## config.mk

```make
export PLATFORM = sky130hd
export DESIGN_NAME = text_binary_packet_deframer_flat
export DESIGN_NICKNAME = d
export VERILOG_FILES = /design/src/design/tbpd_pkg.sv /design/src/design/tbpd_if.sv /design/src/design/tbpd_front.sv /design/src/design/tbpd_back.sv /design/src/design/text_binary_packet_deframer.sv /design/src/flat_wrapper.sv
export SDC_FILE = /design/constraint.sdc
export NUM_CORES = 1
export LEC_CHECK = 0
export BUFFER_PORTS_ARGS = -buffer_cell sky130_fd_sc_hd__buf_2
export CORE_UTILIZATION = 50
export CTS_BUF_LIST = sky130_fd_sc_hd__clkbuf_4
export DETAILED_ROUTE_END_ITERATION = 6
export GPL_TIMING_DRIVEN = 1
export PLACE_DENSITY_LB_ADDON = 0.12
export SETUP_SLACK_MARGIN = 0.2
export SLEW_MARGIN = 30
export SYNTH_ARGS = -nofsm -noshare
export SYNTH_HDL_FRONTEND = slang
export SYNTH_SLANG_ARGS = --single-unit
```

## constraint.sdc

```tcl
create_clock -name clk -period 4.9 [get_ports clk]
set_input_delay 0.98 -clock clk [delete_from_list [all_inputs] [get_ports clk]]
set_output_delay 0.98 -clock clk [all_outputs]
set_load 0.02 [all_outputs]
```

## src/design/tbpd_pkg.sv

```systemverilog
// Package for the text/binary packet deframer.
// Holds the receive mode type, the result record, queue sizing and register indexes.
// No dependencies; compiled first.
package tbpd_pkg;

	localparam int MAX_PACKET_LEN = 4096;
	localparam int CNT_W = $clog2(MAX_PACKET_LEN + 1);
	localparam int LEN_W = 13;
	localparam int TERM_W = 32;
	localparam int WIN_W = 24;
	localparam int CFG_IDX_W = 8;
	localparam int CFG_DATA_W = 32;
	localparam int Q_DEPTH = 4;
	localparam int Q_PTR_W = $clog2(Q_DEPTH);
	localparam int Q_CNT_W = $clog2(Q_DEPTH + 1);

	localparam logic [31:0] TERM_RESET = 32'h0A0D_0A0D;
	localparam logic [7:0] START_RESET = 8'h00;

	typedef enum logic [1:0] {
		MODE_IDLE  = 2'd0,
		MODE_BHDR  = 2'd1,
		MODE_BDATA = 2'd2,
		MODE_TEXT  = 2'd3
	} mode_t;

	typedef enum logic [CFG_IDX_W-1:0] {
		REG_START_BYTE = 8'd0,
		REG_TERMINATOR = 8'd1
	} cfg_reg_t;

	typedef enum logic {
		KIND_TEXT   = 1'b0,
		KIND_BINARY = 1'b1
	} kind_t;

	typedef struct packed {
		logic [7:0]       out_byte;
		logic             has_byte;
		logic             packet_kind;
		logic             packet_end;
		logic [LEN_W-1:0] packet_length;
		logic             overflow;
	} res_t;

	// Write request from front to back
	typedef struct packed {
		logic valid;
		res_t res;
	} q_wr_t;

	// Queue status returned to the front
	typedef struct packed {
		logic full;
		logic empty;
	} q_stat_t;

endpackage

```

## src/design/tbpd_if.sv

```systemverilog
// Channel interfaces for the deframer: input bytes, results and register writes.
// Depends on tbpd_pkg for widths.
interface tbpd_in_if;
	logic       valid;
	logic       ready;
	logic [7:0] in_byte;

	modport source (output valid, output in_byte, input ready);
	modport sink (input valid, input in_byte, output ready);
endinterface

interface tbpd_out_if;
	import tbpd_pkg::*;
	logic             valid;
	logic             ready;
	logic [7:0]       out_byte;
	logic             has_byte;
	logic             packet_kind;
	logic             packet_end;
	logic [LEN_W-1:0] packet_length;
	logic             overflow;

	modport source (output valid, output out_byte, output has_byte, output packet_kind,
		output packet_end, output packet_length, output overflow, input ready);
	modport sink (input valid, input out_byte, input has_byte, input packet_kind,
		input packet_end, input packet_length, input overflow, output ready);
endinterface

interface tbpd_cfg_if;
	import tbpd_pkg::*;
	logic                  valid;
	logic                  ready;
	logic [CFG_IDX_W-1:0]  index;
	logic [CFG_DATA_W-1:0] data;

	modport source (output valid, output index, output data, input ready);
	modport sink (input valid, input index, input data, output ready);
endinterface

```

## src/design/tbpd_front.sv

```systemverilog
// Front end of the deframer: accepts bytes, tracks packet framing and builds result items.
// Depends on tbpd_pkg and tbpd_if; pushes results into the back-end queue.
module tbpd_front (
	input  logic                     clk,
	input  logic                     arst_n,
	tbpd_in_if.sink                  in_ch,
	input  logic [7:0]               start_byte,
	input  logic [31:0]              terminator,
	input  tbpd_pkg::q_stat_t        q_stat,
	output tbpd_pkg::q_wr_t          q_wr
);
	import tbpd_pkg::*;

	mode_t              mode_q, mode_d;
	logic [1:0]         hdr_q, hdr_d;
	logic [31:0]        len_q, len_d;
	logic [WIN_W-1:0]   win_q, win_d;
	logic [1:0]         fill_q, fill_d;
	logic [CNT_W-1:0]   cnt_q, cnt_d;
	logic               ovf_q, ovf_d;

	logic               accept;
	logic [7:0]         b;
	logic [31:0]        len_asm;
	logic               cnt_sat;
	logic [CNT_W-1:0]   cnt_inc;
	logic               ovf_inc;
	logic               term_hit;
	res_t               res;
	logic               push;

	// Accept while the queue has room
	assign in_ch.ready = !q_stat.full;
	assign accept = in_ch.valid && in_ch.ready;
	assign b = in_ch.in_byte;

	// Shared arithmetic
	assign len_asm = len_q | (32'(b) << {hdr_q, 3'b000});
	assign cnt_sat = (32'(cnt_q) >= 32'(MAX_PACKET_LEN));
	assign cnt_inc = cnt_sat ? cnt_q : cnt_q + CNT_W'(1);
	assign ovf_inc = ovf_q | cnt_sat;
	assign term_hit = ({b, win_q} == terminator);

	// Next receive mode
	always_comb begin
		mode_d = mode_q;
		if (accept) begin
			unique case (mode_q)
				MODE_IDLE: mode_d = (b == start_byte) ? MODE_BHDR : MODE_TEXT;
				MODE_BHDR: begin
					if (hdr_q == 2'd3) begin
						mode_d = (len_asm == 32'd0) ? MODE_IDLE : MODE_BDATA;
					end
				end
				MODE_BDATA: begin
					if (len_q == 32'd1) begin
						mode_d = MODE_IDLE;
					end
				end
				MODE_TEXT: begin
					if (fill_q == 2'd3 && term_hit) begin
						mode_d = MODE_IDLE;
					end
				end
				default: mode_d = MODE_IDLE;
			endcase
		end
	end

	// Datapath updates and result item
	always_comb begin
		hdr_d = hdr_q;
		len_d = len_q;
		win_d = win_q;
		fill_d = fill_q;
		cnt_d = cnt_q;
		ovf_d = ovf_q;
		push = 1'b0;
		res = '0;
		if (accept) begin
			unique case (mode_q)
				MODE_IDLE: begin
					// open a new packet; a text packet keeps this byte as its first
					hdr_d = 2'd0;
					len_d = 32'd0;
					cnt_d = '0;
					ovf_d = 1'b0;
					win_d = '0;
					fill_d = 2'd0;
					if (b != start_byte) begin
						win_d = WIN_W'(b);
						fill_d = 2'd1;
					end
				end
				MODE_BHDR: begin
					len_d = len_asm;
					hdr_d = hdr_q + 2'd1;
					if (hdr_q == 2'd3 && len_asm == 32'd0) begin
						push = 1'b1;
						res.packet_kind = KIND_BINARY;
						res.packet_end = 1'b1;
					end
				end
				MODE_BDATA: begin
					cnt_d = cnt_inc;
					ovf_d = ovf_inc;
					len_d = len_q - 32'd1;
					push = 1'b1;
					res.out_byte = b;
					res.has_byte = 1'b1;
					res.packet_kind = KIND_BINARY;
					if (len_q == 32'd1) begin
						res.packet_end = 1'b1;
						res.packet_length = LEN_W'(cnt_inc);
						res.overflow = ovf_inc;
					end
				end
				MODE_TEXT: begin
					if (fill_q != 2'd3) begin
						// fill the look-behind window
						win_d = win_q | (WIN_W'(b) << {fill_q, 3'b000});
						fill_d = fill_q + 2'd1;
					end else if (term_hit) begin
						// drop held terminator bytes, emit end marker
						push = 1'b1;
						res.packet_kind = KIND_TEXT;
						res.packet_end = 1'b1;
						res.packet_length = LEN_W'(cnt_q);
						res.overflow = ovf_q;
						win_d = '0;
						fill_d = 2'd0;
					end else begin
						// release the oldest held byte
						cnt_d = cnt_inc;
						ovf_d = ovf_inc;
						push = 1'b1;
						res.out_byte = win_q[7:0];
						res.has_byte = 1'b1;
						res.packet_kind = KIND_TEXT;
						win_d = {b, win_q[WIN_W-1:8]};
					end
				end
				default: ;
			endcase
		end
	end

	assign q_wr.valid = push;
	assign q_wr.res = res;

	// Hold framing state
	always_ff @(posedge clk or negedge arst_n) begin
		if (!arst_n) begin
			mode_q <= MODE_IDLE;
			hdr_q <= 2'd0;
			len_q <= 32'd0;
			win_q <= '0;
			fill_q <= 2'd0;
			cnt_q <= '0;
			ovf_q <= 1'b0;
		end else begin
			mode_q <= mode_d;
			hdr_q <= hdr_d;
			len_q <= len_d;
			win_q <= win_d;
			fill_q <= fill_d;
			cnt_q <= cnt_d;
			ovf_q <= ovf_d;
		end
	end

endmodule

```

## src/design/tbpd_back.sv

```systemverilog
// Back end of the deframer: a short result queue that drives the output channel.
// Depends on tbpd_pkg and tbpd_if; filled by tbpd_front.
module tbpd_back (
	input  logic              clk,
	input  logic              arst_n,
	input  tbpd_pkg::q_wr_t   q_wr,
	output tbpd_pkg::q_stat_t q_stat,
	tbpd_out_if.source        out_ch
);
	import tbpd_pkg::*;

	res_t               mem_q [Q_DEPTH];
	logic [Q_PTR_W-1:0] wr_ptr_q;
	logic [Q_PTR_W-1:0] rd_ptr_q;
	logic [Q_CNT_W-1:0] count_q;
	logic               pop;
	res_t               head;

	assign pop = out_ch.valid && out_ch.ready;
	assign q_stat.full = (count_q == Q_CNT_W'(Q_DEPTH));
	assign q_stat.empty = (count_q == '0);

	// Store pushed items
	always_ff @(posedge clk) begin
		if (q_wr.valid) begin
			mem_q[wr_ptr_q] <= q_wr.res;
		end
	end

	// Advance pointers and occupancy
	always_ff @(posedge clk or negedge arst_n) begin
		if (!arst_n) begin
			wr_ptr_q <= '0;
			rd_ptr_q <= '0;
			count_q <= '0;
		end else begin
			if (q_wr.valid) begin
				wr_ptr_q <= wr_ptr_q + Q_PTR_W'(1);
			end
			if (pop) begin
				rd_ptr_q <= rd_ptr_q + Q_PTR_W'(1);
			end
			if (q_wr.valid && !pop) begin
				count_q <= count_q + Q_CNT_W'(1);
			end else if (!q_wr.valid && pop) begin
				count_q <= count_q - Q_CNT_W'(1);
			end
		end
	end

	// Present the head item
	assign head = mem_q[rd_ptr_q];
	assign out_ch.valid = !q_stat.empty;
	assign out_ch.out_byte = head.out_byte;
	assign out_ch.has_byte = head.has_byte;
	assign out_ch.packet_kind = head.packet_kind;
	assign out_ch.packet_end = head.packet_end;
	assign out_ch.packet_length = head.packet_length;
	assign out_ch.overflow = head.overflow;

endmodule

```

## src/design/text_binary_packet_deframer.sv

```systemverilog
// Top level of the text/binary packet deframer.
// Depends on tbpd_pkg, tbpd_if, tbpd_front and tbpd_back.
//
// Usage:
//   in_ch  : one received byte per item (valid/ready).
//   out_ch : zero or one result per input byte: a payload byte (has_byte=1)
//            or an end marker; packet_end flags the last result of a packet,
//            with packet_length and overflow valid on it.
//   cfg_ch : register writes, index 0 = binary start byte, index 1 = text
//            terminator (first byte in bits 7:0). Other indexes are ignored.
//            Always ready; write only while the block is idle.
// Throughput: one byte per cycle while the queue has room. The front end
//   registers framing state; results wait in order in a four-entry queue.
// Holding: text bytes are held three bytes deep until they cannot start the
//   terminator.
// Reset: arst_n clears framing state and the queue, and loads the register
//   defaults (start byte 0x00, terminator 0x0A0D0A0D).
// Stall: while out_ch is stalled the queue keeps filling; in_ch.ready drops
//   only when the queue is full.
module text_binary_packet_deframer (
	input  logic        clk,
	input  logic        arst_n,
	tbpd_in_if.sink     in_ch,
	tbpd_out_if.source  out_ch,
	tbpd_cfg_if.sink    cfg_ch
);
	import tbpd_pkg::*;

	logic [7:0]  start_byte_q;
	logic [31:0] terminator_q;
	q_wr_t       q_wr;
	q_stat_t     q_stat;

	// Register writes
	assign cfg_ch.ready = 1'b1;

	always_ff @(posedge clk or negedge arst_n) begin
		if (!arst_n) begin
			start_byte_q <= START_RESET;
			terminator_q <= TERM_RESET;
		end else if (cfg_ch.valid && cfg_ch.ready) begin
			if (cfg_ch.index == REG_START_BYTE) begin
				start_byte_q <= cfg_ch.data[7:0];
			end else if (cfg_ch.index == REG_TERMINATOR) begin
				terminator_q <= cfg_ch.data[TERM_W-1:0];
			end
		end
	end

	tbpd_front u_front (
		.clk        (clk),
		.arst_n     (arst_n),
		.in_ch      (in_ch),
		.start_byte (start_byte_q),
		.terminator (terminator_q),
		.q_stat     (q_stat),
		.q_wr       (q_wr)
	);

	tbpd_back u_back (
		.clk    (clk),
		.arst_n (arst_n),
		.q_wr   (q_wr),
		.q_stat (q_stat),
		.out_ch (out_ch)
	);

endmodule

```

## src/flat_wrapper.sv

```systemverilog
// flat-port wrapper written by rule: the top's interface ports become plain ports
module text_binary_packet_deframer_flat import tbpd_pkg::*;
  (clk, arst_n, in_ch_valid, in_ch_in_byte, in_ch_ready, out_ch_valid, out_ch_out_byte, out_ch_has_byte, out_ch_packet_kind, out_ch_packet_end, out_ch_packet_length, out_ch_overflow, out_ch_ready, cfg_ch_valid, cfg_ch_index, cfg_ch_data, cfg_ch_ready);
  tbpd_in_if in_ch_i ();
  tbpd_out_if out_ch_i ();
  tbpd_cfg_if cfg_ch_i ();
  input  logic clk;
  input  logic arst_n;
  input wire logic [$bits(in_ch_i.valid)-1:0] in_ch_valid;
  input wire logic [$bits(in_ch_i.in_byte)-1:0] in_ch_in_byte;
  output wire logic [$bits(in_ch_i.ready)-1:0] in_ch_ready;
  output wire logic [$bits(out_ch_i.valid)-1:0] out_ch_valid;
  output wire logic [$bits(out_ch_i.out_byte)-1:0] out_ch_out_byte;
  output wire logic [$bits(out_ch_i.has_byte)-1:0] out_ch_has_byte;
  output wire logic [$bits(out_ch_i.packet_kind)-1:0] out_ch_packet_kind;
  output wire logic [$bits(out_ch_i.packet_end)-1:0] out_ch_packet_end;
  output wire logic [$bits(out_ch_i.packet_length)-1:0] out_ch_packet_length;
  output wire logic [$bits(out_ch_i.overflow)-1:0] out_ch_overflow;
  input wire logic [$bits(out_ch_i.ready)-1:0] out_ch_ready;
  input wire logic [$bits(cfg_ch_i.valid)-1:0] cfg_ch_valid;
  input wire logic [$bits(cfg_ch_i.index)-1:0] cfg_ch_index;
  input wire logic [$bits(cfg_ch_i.data)-1:0] cfg_ch_data;
  output wire logic [$bits(cfg_ch_i.ready)-1:0] cfg_ch_ready;
  assign in_ch_i.valid = in_ch_valid;
  assign in_ch_i.in_byte = in_ch_in_byte;
  assign in_ch_ready = in_ch_i.ready;
  assign out_ch_valid = out_ch_i.valid;
  assign out_ch_out_byte = out_ch_i.out_byte;
  assign out_ch_has_byte = out_ch_i.has_byte;
  assign out_ch_packet_kind = out_ch_i.packet_kind;
  assign out_ch_packet_end = out_ch_i.packet_end;
  assign out_ch_packet_length = out_ch_i.packet_length;
  assign out_ch_overflow = out_ch_i.overflow;
  assign out_ch_i.ready = out_ch_ready;
  assign cfg_ch_i.valid = cfg_ch_valid;
  assign cfg_ch_i.index = cfg_ch_index;
  assign cfg_ch_i.data = cfg_ch_data;
  assign cfg_ch_ready = cfg_ch_i.ready;
  text_binary_packet_deframer u_core (.clk(clk), .arst_n(arst_n), .in_ch(in_ch_i), .out_ch(out_ch_i), .cfg_ch(cfg_ch_i));
endmodule
```

==> flow_summary.yaml, run 1 <==
sta:
  worstMarginPinSlew_ns: 0.918
  setup_ws_ns: 1.60
  finClkSkew_ns: 0.0481
  hold_viol: 0
  slew_headroom: 0.386
  finalCritPeriodShare: 0.673
  timing.final.max_slew_violations: 0
  hold_slack_ns: 0.326
  final.min_clock_period_ns: 3.30
  rsz0062_at_grt: "no"
  setup-tns-final_ns: 0
  setup_violations: 0
  fmax_mhz: 303
layout:
  utilization: 0.569
  num-fill-cells: 1880
  nNetsFinal: 1133
  final_area_um2: 12400
  final_cells: 1391
  syn2layout_area_growth_pct: 11.9
  drive_above_1_share: 0.252
drt:
  dr.pass1.iters: 5
  wl_per_cell_um: 19.3
  drt_wl_total_mm: 26.8
  ant_nets: 0
  routed_via_density: 5.86
  drt_iter0_markers: 751
  drc_errors: 0
  vias: 8152
synth:
  yosysTopAreaCellShare: 0.270
  synth.net_count: 1044
  syn_area_um2: 11100
  synthTopCellsByArea: "edfxtp_1, dfrtp_1, mux4_2"
  synth.distinct_cells: 72
  synth_ff_type: "dfrtp_1"
  synth_cells: 973
  synth_seq_cells: 223
  yosys_warnings: 0
  synth_top_area_cell: "edfxtp_1"
  syn_area_per_cell_um2: 11.4
  synth_seq_area_share: 0.549
  synth_edf_count: 100
  async_flop_share: 0.552
power:
  p_clk_frac: 0.205
  peakVddDrop_uv: 490
  seq_power_share: 0.361
  pwr-share-comb: 0.435
  p_sw_mw: 3.24
  swShare: 0.432
  leakage_nw: 4.87
  power.density_nw_per_um2: 605
  p_int_mw: 4.27
  power_mw: 7.52
setup_path:
  arrival_ns: 3.88
  critPathSlowestCell: "nor4_4"
  critical_path_required_ns: 5.49
  cp-startpoint: "u_core.u_front.len_q[8]$_DFFE_PN0P_"
  path_max_fanout: 9
  crit_top_cell: "xor2_1"
  endpoint_kind: "flip-flop"
  r2r-start: "u_core.u_front.len_q[8]$_DFFE_PN0P_"
  path_cells: "nor4_4 -> nand4_2 -> nor4_2 -> and3_2 -> o311a_4 -> ha_1 -> inv_1 -> fa_1 -> xor2_1 -> nor2_1 -> xor2_1"
  cpPeakStageDelay_ns: 0.64
  criticalPathCategory: "reg -> reg"
  start_kind: "flip-flop"
floorplan:
  core_um2: 21800
  ios: 81
  die_area_um2: 22800
  initial_utilization: 0.509
  die_y_um: 151
  rows: 54
  die_w_um: 151
grt:
  grt_use_total: 0.246
  grt.met3_usage: 0.0428
  grt_start_max_net_pins: 75
  grt_use_met2: 0.385
  grt_use_met1: 0.344
  grt_busiest_layer: "met2"
  antenna_found_initial: 1
  grt_pass1_wl_mm: 43.0
  grt.overflow.total: 0
  grt_pass1_vias: 8056
placed_design:
  placed_cells: 1282
  io_buffers: 79
  place_area_um2: 11700
  place_hpwl_mm: 17.2
  post-place-ws_ns: 1.27
  place.gp.congestion: 0.925
cts:
  htreeDepth: 2
  ctsHoldBuffers: 0
  cts_root_buf: "clkbuf_4"
  cts_tree: "done"
  cts_resized: 0
  clock_latency_ns: 0.70
  path_clk_slew_ns: 0.07
  numCtsBuffers: 58
  post_cts_buffers: 0
  clock_path_buffers: 3
  cts_sinks: 223
run:
  cap_violations: 0
hold_path:
  hold_path.class: "in -> async"
run_status:
  status: "finished, final reports clean"
==> power by group through the flow <==
| stage | Combinational, mW | Clock, mW | Sequential [mW] |
|---|---|---|---|
| after floorplan | 2.59 | 0 | 2.55 |
| after global placement | 3.23 | 0 | 2.74 |
| after detailed placement | 3.22 | 0 | 2.74 |
| after CTS | 3.24 | 1.58 | 2.71 |
| after global routing | 3.60 | 1.67 | 2.76 |
| final | 3.27 | 1.54 | 2.71 |
==> final timing paths <==
| check | endpoint | slack [ns] | cells past startpoint |
|---|---|---|---|
| worst max-delay path | u_core.u_back.count_q[2]$_DFFE_PN0P_ | 1.60 | 11 |
| worst max register to register | u_core.u_back.count_q[2]$_DFFE_PN0P_ | 1.60 | 11 |
| min in group clk | u_core.u_back.count_q[2]$_DFFE_PN0P_ | 0.48 | 1 |
| worst min-delay path | u_core.u_front.win_q[4]$_DFFE_PN0P_ | 0.33 | 1 |
| max in group asynchronous | u_core.terminator_q[0]$_DFFE_PN1P_ | 3.79 | 2 |
| worst min register to register | u_core.u_back.count_q[2]$_DFFE_PN0P_ | 0.48 | 1 |
==> cells in the mapped netlist, drive strengths merged (4+ instances only) <==
master	count
nor2	112
xor2	7
nor2b	4
nor4	13
edfxtp	100
mux4	25
nor3	20
a22o	8
a22oi	12
xnor2	47
o31ai	7
and3	4
dfrtp	113
mux2	44
nand2	65
a21oi	74
clkbuf	46
nand2b	4
inv	27
and2	11
nand3	23
ha	17
a31oi	27
or3	6
o21ai	59
buf	14
nand4	17
o22ai	10
dfstp	10
a222oi	8
==> cells by family (layout without fill, tap and decap cells) <==
kind of cell / count (synthesis) / count (layout) / synth area share
muxes: 72 / 72 / 0.0984
AOI/OAI and AO/OA: 229 / 229 / 0.128
other: 1 / 2 / 0.000338
and+or+nand+nor: 289 / 289 / 0.130
adders and majority gates: 18 / 18 / 0.0210
buffers and inverters: 87 / 224 / 0.0312
xor gates and xnor gates: 54 / 54 / 0.0426
DFF: 223 / 223 / 0.549
==> layer usage <==
layer  up-vias  share of wire
li1       3817              -
met1      3949           0.45
met2       335           0.46
met3        51          0.065
met4         0          0.022
met5         -              0
==> layout make-up <==
type	instances	area, um^2	area share
Sequential cell	223	6100	0.491
Multi-Input combinational cell	663	4670	0.376
Clock buffer	82	616	0.0495
Timing Repair Buffer	89	489	0.0394
Tap cell	280	350	0.0282
Clock inverter	26	104	0.00836
Inverter	27	101	0.00816
Antenna cell	1	2.50	0.000201
==> registers in the layout, indices dropped and copies added, names as in the netlist, 2 cells and up <==
name / flops
u_core.u_back.mem_q: 100
u_core.terminator_q: 32
u_core.u_front.len_q: 32
u_core.u_front.win_q: 24
u_core.u_front.cnt_q: 13
u_core.start_byte_q: 8
u_core.u_back.count_q: 3
u_core.u_back.rd_ptr_q: 2
u_core.u_back.wr_ptr_q: 2
u_core.u_front.fill_q: 2
u_core.u_front.hdr_q: 2
u_core.u_front.mode_q: 2
==> cells in the final DEF (no fill, tap or decap), types with 4 or more instances in the layout <==
| master | Yosys | layout |
|---|---|---|
| a21oi_1 | 74 | 74 |
| a222oi_1 | 8 | 8 |
| a22o_1 | 8 | 8 |
| a22oi_1 | 12 | 12 |
| a31oi_1 | 27 | 27 |
| and2_1 | 10 | 10 |
| buf_2 | 7 | 78 |
| buf_4 | 3 | 9 |
| clkbuf_4 | 0 | 82 |
| clkinv_1 | 0 | 24 |
| dfrtp_1 | 113 | 112 |
| dfstp_2 | 10 | 10 |
| edfxtp_1 | 100 | 100 |
| ha_1 | 17 | 17 |
| inv_1 | 26 | 26 |
| mux2_2 | 43 | 43 |
| mux4_2 | 25 | 25 |
| nand2_1 | 64 | 64 |
| nand2b_1 | 4 | 4 |
| nand3_1 | 23 | 23 |
| nand4_1 | 15 | 15 |
| nor2_1 | 111 | 111 |
| nor2b_1 | 4 | 4 |
| nor3_1 | 15 | 15 |
| nor3_2 | 4 | 4 |
| nor4_1 | 8 | 8 |
| nor4_2 | 4 | 4 |
| o21ai_0 | 58 | 58 |
| o22ai_1 | 10 | 10 |
| o31ai_1 | 7 | 7 |
| xnor2_1 | 47 | 47 |
| xor2_1 | 7 | 7 |
==> worst max-delay path: cells and delay by family, from the launching register on <==
kind,cells,cell delay (ns)
DFF,1,0.44
xor gates and xnor gates,2,0.31
buffers and inverters,1,0.06
adders and majority gates,2,0.56
and+or+nand+nor,5,1.61
AOI/OAI and AO/OA,1,0.22
No activity file was read; power rests on OpenSTA's default activity.
==> inputs of run 2 (changes only) <==
==> constraint.sdc (replaced) <==
create_clock -name clk -period 2.7 [get_ports clk]
set_input_delay 0.54 -clock clk [delete_from_list [all_inputs] [get_ports clk]]
set_output_delay 0.54 -clock clk [all_outputs]
set_load 0.02 [all_outputs]
==> run 2 against run 1 <==
Net effect:
- die area is the same
- highest routed layer unchanged
- first-iteration DRC count grew 6.5%
- hold slack lost 0.25 ns
- utilization grew 6.7 points
- critical endpoint unchanged
- flip-flop and latch count is the same
==> flow_summary.yaml, run 2 (synthesized netlist as in run 1, its figures left out) <==
run_status:
  status: "finished, final reports clean"
setup_path:
  crit_end: "u_core.u_back.count_q[2]$_DFFE_PN0P_"
  reg2reg_depth: 12
  rrSetupSlack_ns: 0.05
  endpoint_kind: "flip-flop"
  criticalPathCategory: "reg -> reg"
  start_kind: "flip-flop"
  path_max_fanout: 2
  arrival_ns: 3.25
  cp-startpoint: "u_core.u_front.len_q[8]$_DFFE_PN0P_"
  r2r-start: "u_core.u_front.len_q[8]$_DFFE_PN0P_"
  r2r-end: "u_core.u_back.count_q[2]$_DFFE_PN0P_"
  critical_path_required_ns: 3.30
cts:
  clock_latency_ns: 0.69
  cts_root_buf: "clkbuf_4"
  path_clk_slew_ns: 0.07
  htreeDepth: 2
  cts_sinks: 223
  clock_path_buffers: 3
  cts_tree: "done"
  numCtsBuffers: 58
layout:
  final_area_um2: 13900
  layout_common_cells: "dfrtp_1, nor2_1, edfxtp_1"
  final_common_cell: "dfrtp_1"
  largest_register_ffs: 100
  syn2layout_area_growth_pct: 25.2
  reg_top3: "u_core.u_back.mem_q x100, u_core.terminator_q x32, u_core.u_front.len_q x32"
  drive_above_1_share: 0.350
  final_cells: 1498
  nNetsFinal: 1239
  top_register: "u_core.u_back.mem_q"
drt:
  drt_iter0_markers: 800
  vias: 8624
  routed_via_density: 5.76
  dr.pass1.iters: 6
  drt_wl_total_mm: 29.3
  drc_errors: 0
  ant_nets: 0
  wl_per_cell_um: 19.6
placed_design:
  place.gp.congestion: 0.873
  placed_cells: 1371
  place_hpwl_mm: 19.0
  io_buffers: 79
  post-place-ws_ns: -0.280
  place_area_um2: 12500
sta:
  slew_headroom: 0.486
  setup_violations: 0
  timing.final.max_slew_violations: 0
  finalCritPeriodShare: 0.980
  setup_ws_ns: 0.0544
  hold_viol: 0
  setup-tns-final_ns: 0
  final.min_clock_period_ns: 2.65
  finClkSkew_ns: 0.0459
  rsz0062_at_grt: "yes"
  fmax_mhz: 378
  worstMarginPinSlew_ns: 0.764
grt:
  grt.overflow.total: 0
  grt_use_total: 0.254
  antenna_found_initial: 1
  grt_pass1_wl_mm: 44.7
  grt_pass1_vias: 8416
  grt_start_max_net_pins: 41
power:
  leakage_nw: 5.62
  peakVddDrop_uv: 803
  power.density_nw_per_um2: 1140
floorplan:
  die_y_um: 151
  rows: 54
  die_w_um: 151
  ios: 81
  die_area_um2: 22800
  initial_utilization: 0.509
  core_um2: 21800
run:
  cap_violations: 0
hold_path:
  hp-start: "cfg_ch_data[16]"
  hold_path.class: "in -> reg"
## run 2: changes by cell type in the layout (fill, tap and decap cells not counted), sizes merged
cell,before,now
clkbuf,82,96
buf,89,188
bufinv,0,2
inv,27,28
dlygate4sd3,0,1
clkinv,26,16
## run 2: repair_timing
action	CTS	global route
endpoints found under the hold margin	37	0
pin swaps	1	5
cloned	0	8
hold buffers	1	0
buffers inserted	4	4
setup endpoints to repair	27	178
gates resized for setup	11	80
## run 2: critical path, cell delays in order, from the launching register on
cell and delay [ns]:
dfrtp_1 0.41, nor4_4 0.36, nand4_2 0.18, nor4_2 0.16
buf_4 0.16, and3_4 0.18, o311a_4 0.21, ha_4 0.14
inv_2 0.03, fa_2 0.34, xor2_1 0.14, nor2_1 0.12
xor2_1 0.14
## run 2: routing by layer
layer	global-route usage	up-vias	routed length, um
li1	-	4022	-
met1	0.342	4222	12500
met2	0.419	314	14400
met3	0.0404	66	1690
met4	0.0870	0	734
met5	0	-	0
## run 2: how the worst min path moves through the flow
stage                                                      end  depth (start not counted)
after global routing       u_core.terminator_q[24]$_DFFE_PN0P_                          2
after CTS                  u_core.terminator_q[16]$_DFFE_PN1P_                          2
after detailed placement  u_core.u_back.count_q[2]$_DFFE_PN0P_                          1
after global placement    u_core.u_back.count_q[2]$_DFFE_PN0P_                          1
after floorplan             u_core.start_byte_q[0]$_DFFE_PN0P_                          0
final                      u_core.terminator_q[16]$_DFFE_PN1P_                          2
## run 2: power breakdown
part | switching (mW) | total [mW] | internal (mW)
clock network | 1.41 | 3.13 | 1.72
registers | 0.573 | 4.74 | 4.16
logic | 4.48 | 8.04 | 3.56
total | 6.46 | 15.9 | 9.44
## run 2: stage by stage
stage	total power [mW]	hold slack, ns	utilization
2_1_floorplan	9.36	0.244	-
3_3_place_gp	11.9	0.468	0.573
3_5_place_dp	12.0	0.482	0.573
4_1_cts	15.3	0.0390	0.614
5_1_grt	16.9	0.0598	0.637
6_report	15.9	0.0790	0.637
## run 2: cell type report
class,instances,area (um^2)
antenna,1,2.50
clock buffer,90,676
clock inverter,19,138
fill,1780,7930
inverter,27,101
multi-input combinational,663,4820
sequential,223,6090
tap,280,350
timing repair buffer,195,1710
==> inputs of run 3 (changes only) <==
--- a/config.mk
+++ b/config.mk
@@ -8,10 +8,12 @@
 export BUFFER_PORTS_ARGS = -buffer_cell sky130_fd_sc_hd__buf_2
 export CORE_UTILIZATION = 50
 export CTS_BUF_LIST = sky130_fd_sc_hd__clkbuf_4
+export CTS_CLUSTER_DIAMETER = 100
 export DETAILED_ROUTE_END_ITERATION = 6
 export GPL_TIMING_DRIVEN = 1
-export PLACE_DENSITY_LB_ADDON = 0.12
+export PLACE_DENSITY = 0.72
 export SETUP_SLACK_MARGIN = 0.2
+export SKIP_CTS_REPAIR_TIMING = 1
 export SLEW_MARGIN = 30
 export SYNTH_ARGS = -nofsm -noshare
 export SYNTH_HDL_FRONTEND = slang
==> run 3 against run 2 <==
Net effect:
- first-iteration DRC count down 15%
- combinational power decreased by 1%
- hold slack improved by 0.037 ns
- die area unchanged
- clock power decreased by 4%
- register-to-register slack about the same
- flip-flop and latch count unchanged
- largest power group unchanged
==> flow_summary.yaml, run 3 (synthesized netlist as in run 1, its figures left out) <==
placed_design:
  post-place-ws_ns: -0.343
  place_hpwl_mm: 18.3
  io_buffers: 79
  place.gp.congestion: 0.879
layout:
  drive_above_1_share: 0.336
  utilization: 0.627
  seq_area_um2: 6090
  nNetsFinal: 1220
  syn2layout_area_growth_pct: 23.2
  layout_common_cells: "dfrtp_1, nor2_1, edfxtp_1"
  multi_input_area_um2: 4820
  final_common_cell: "dfrtp_1"
  num-fill-cells: 1735
  reg_top3: "u_core.u_back.mem_q x100, u_core.terminator_q x32, u_core.u_front.len_q x32"
  top_register: "u_core.u_back.mem_q"
  largest_register_ffs: 100
sta:
  timing.final.max_slew_violations: 0
  setup_violations: 0
  finClkSkew_ns: 0.0526
  hold_viol: 0
  finalCritPeriodShare: 0.981
  setup_ws_ns: 0.0510
  fmax_mhz: 377
  slew_headroom: 0.524
  worstMarginPinSlew_ns: 0.712
  final.min_clock_period_ns: 2.65
  rsz0062_at_grt: "yes"
run_status:
  status: "finished, final reports clean"
floorplan:
  die_area_um2: 22800
  rows: 54
  die_w_um: 151
  core_um2: 21800
  die_y_um: 151
  initial_utilization: 0.509
  ios: 81
power:
  leakage_nw: 5.51
  power.density_nw_per_um2: 1150
  peakVddDrop_uv: 722
setup_path:
  start_kind: "flip-flop"
  crit_top_cell: "xor2_1"
  path_cells: "nor3_4 -> nand4_4 -> nor4_4 -> and3_4 -> o311a_4 -> ha_4 -> inv_2 -> fa_2 -> xor2_1 -> nor2_1 -> xor2_1"
  critical_path_required_ns: 3.27
  path_max_fanout: 2
  cpPeakStageDelay_ns: 0.42
  criticalPathCategory: "reg -> reg"
  arrival_ns: 3.22
  critPathSlowestCell: "dfrtp_1"
  endpoint_kind: "flip-flop"
drt:
  wl_per_cell_um: 19.6
  dr.pass1.iters: 5
  drt_iter0_markers: 682
  drc_errors: 0
  vias: 8692
  routed_via_density: 5.89
  ant_nets: 0
  drt_wl_total_mm: 28.9
hold_path:
  hold_path.class: "in -> reg"
grt:
  grt_use_total: 0.245
  grt.overflow.total: 0
  antenna_found_initial: 1
  grt_pass1_wl_mm: 43.1
  grt_start_max_net_pins: 45
  grt_pass1_vias: 8280
cts:
  cts_root_buf: "clkbuf_4"
  clock_latency_ns: 0.68
  numCtsBuffers: 56
  cts_tree: "done"
  htreeDepth: 2
  clock_path_buffers: 3
  path_clk_slew_ns: 0.07
  cts_sinks: 223
run:
  cap_violations: 0
==> run 3: changes by cell type in the layout (fill, tap and decap cells not counted), sizes merged <==
cell,before,now
buf,188,170
clkinv,16,9
clkbuf,96,99
bufinv,2,1
clkinvlp,0,1
==> run 3: critical path, delay by kind of cell, from the launching register on <==
family	cells	cell delay, ns
fa+ha+maj	2	0.49
flops	1	0.42
buf+inv	1	0.04
compound gates	1	0.20
simple gates	5	1.14
xor+xnor	2	0.28
==> run 3: layout make-up <==
| cell class | instances | area share |
|---|---|---|
| Sequential cell | 223 | 0.445 |
| Multi-Input combinational cell | 663 | 0.352 |
| Timing Repair Buffer | 178 | 0.113 |
| Clock buffer | 92 | 0.0505 |
| Tap cell | 280 | 0.0256 |
| Inverter | 27 | 0.00741 |
| Clock inverter | 12 | 0.00558 |
| Antenna cell | 1 | 0.000183 |
==> run 3: final timing paths <==
path	start	end	slack [ns]	cells after the start
setup / recovery	u_core.u_front.len_q[20]$_DFFE_PN0P_	u_core.u_back.count_q[2]$_DFFE_PN0P_	0.05	11
hold / removal	cfg_ch_data[27]	u_core.terminator_q[27]$_DFFE_PN1P_	0.12	2
setup reg to reg	u_core.u_front.len_q[20]$_DFFE_PN0P_	u_core.u_back.count_q[2]$_DFFE_PN0P_	0.05	11
hold reg to reg	u_core.u_back.count_q[2]$_DFFE_PN0P_	u_core.u_back.count_q[2]$_DFFE_PN0P_	0.48	1
max in group asynchronous	arst_n	u_core.u_back.wr_ptr_q[0]$_DFFE_PN0P_	1.54	3
min in group asynchronous	arst_n	u_core.u_front.fill_q[1]$_DFFE_PN0P_	0.45	2
==> run 3: through the flow <==
stage	cells	hold WS (ns)	cell area (um^2)	power [mW]	setup TNS (ns)
after floorplan	973	0.244	11200	9.36	-0.141
after global placement	1356	0.464	12400	11.7	-12.67
after detailed placement	1356	0.471	12400	11.8	-21.17
after CTS	1460	-0.123	13200	14.8	-0.156
after global routing	1476	0.0747	13700	16.7	-0.0721
final	1476	0.116	13700	15.7	0
==> run 3: routing by layer <==
metal  global-route usage  vias to the layer above  part of all wire
li1                     -                     3976                 -
met1                0.333                     4281              0.42
met2                0.394                      376              0.49
met3               0.0452                       59             0.069
met4               0.0885                        0             0.023
met5                    0                        -                 0
==> run 3: power by group <==
part           internal [mW]  leakage, nW  switching, mW
Sequential              4.16         2.53          0.582
Clock                   1.63        0.458           1.37
Combinational           3.45         2.52           4.51
Total                   9.24         5.51           6.46
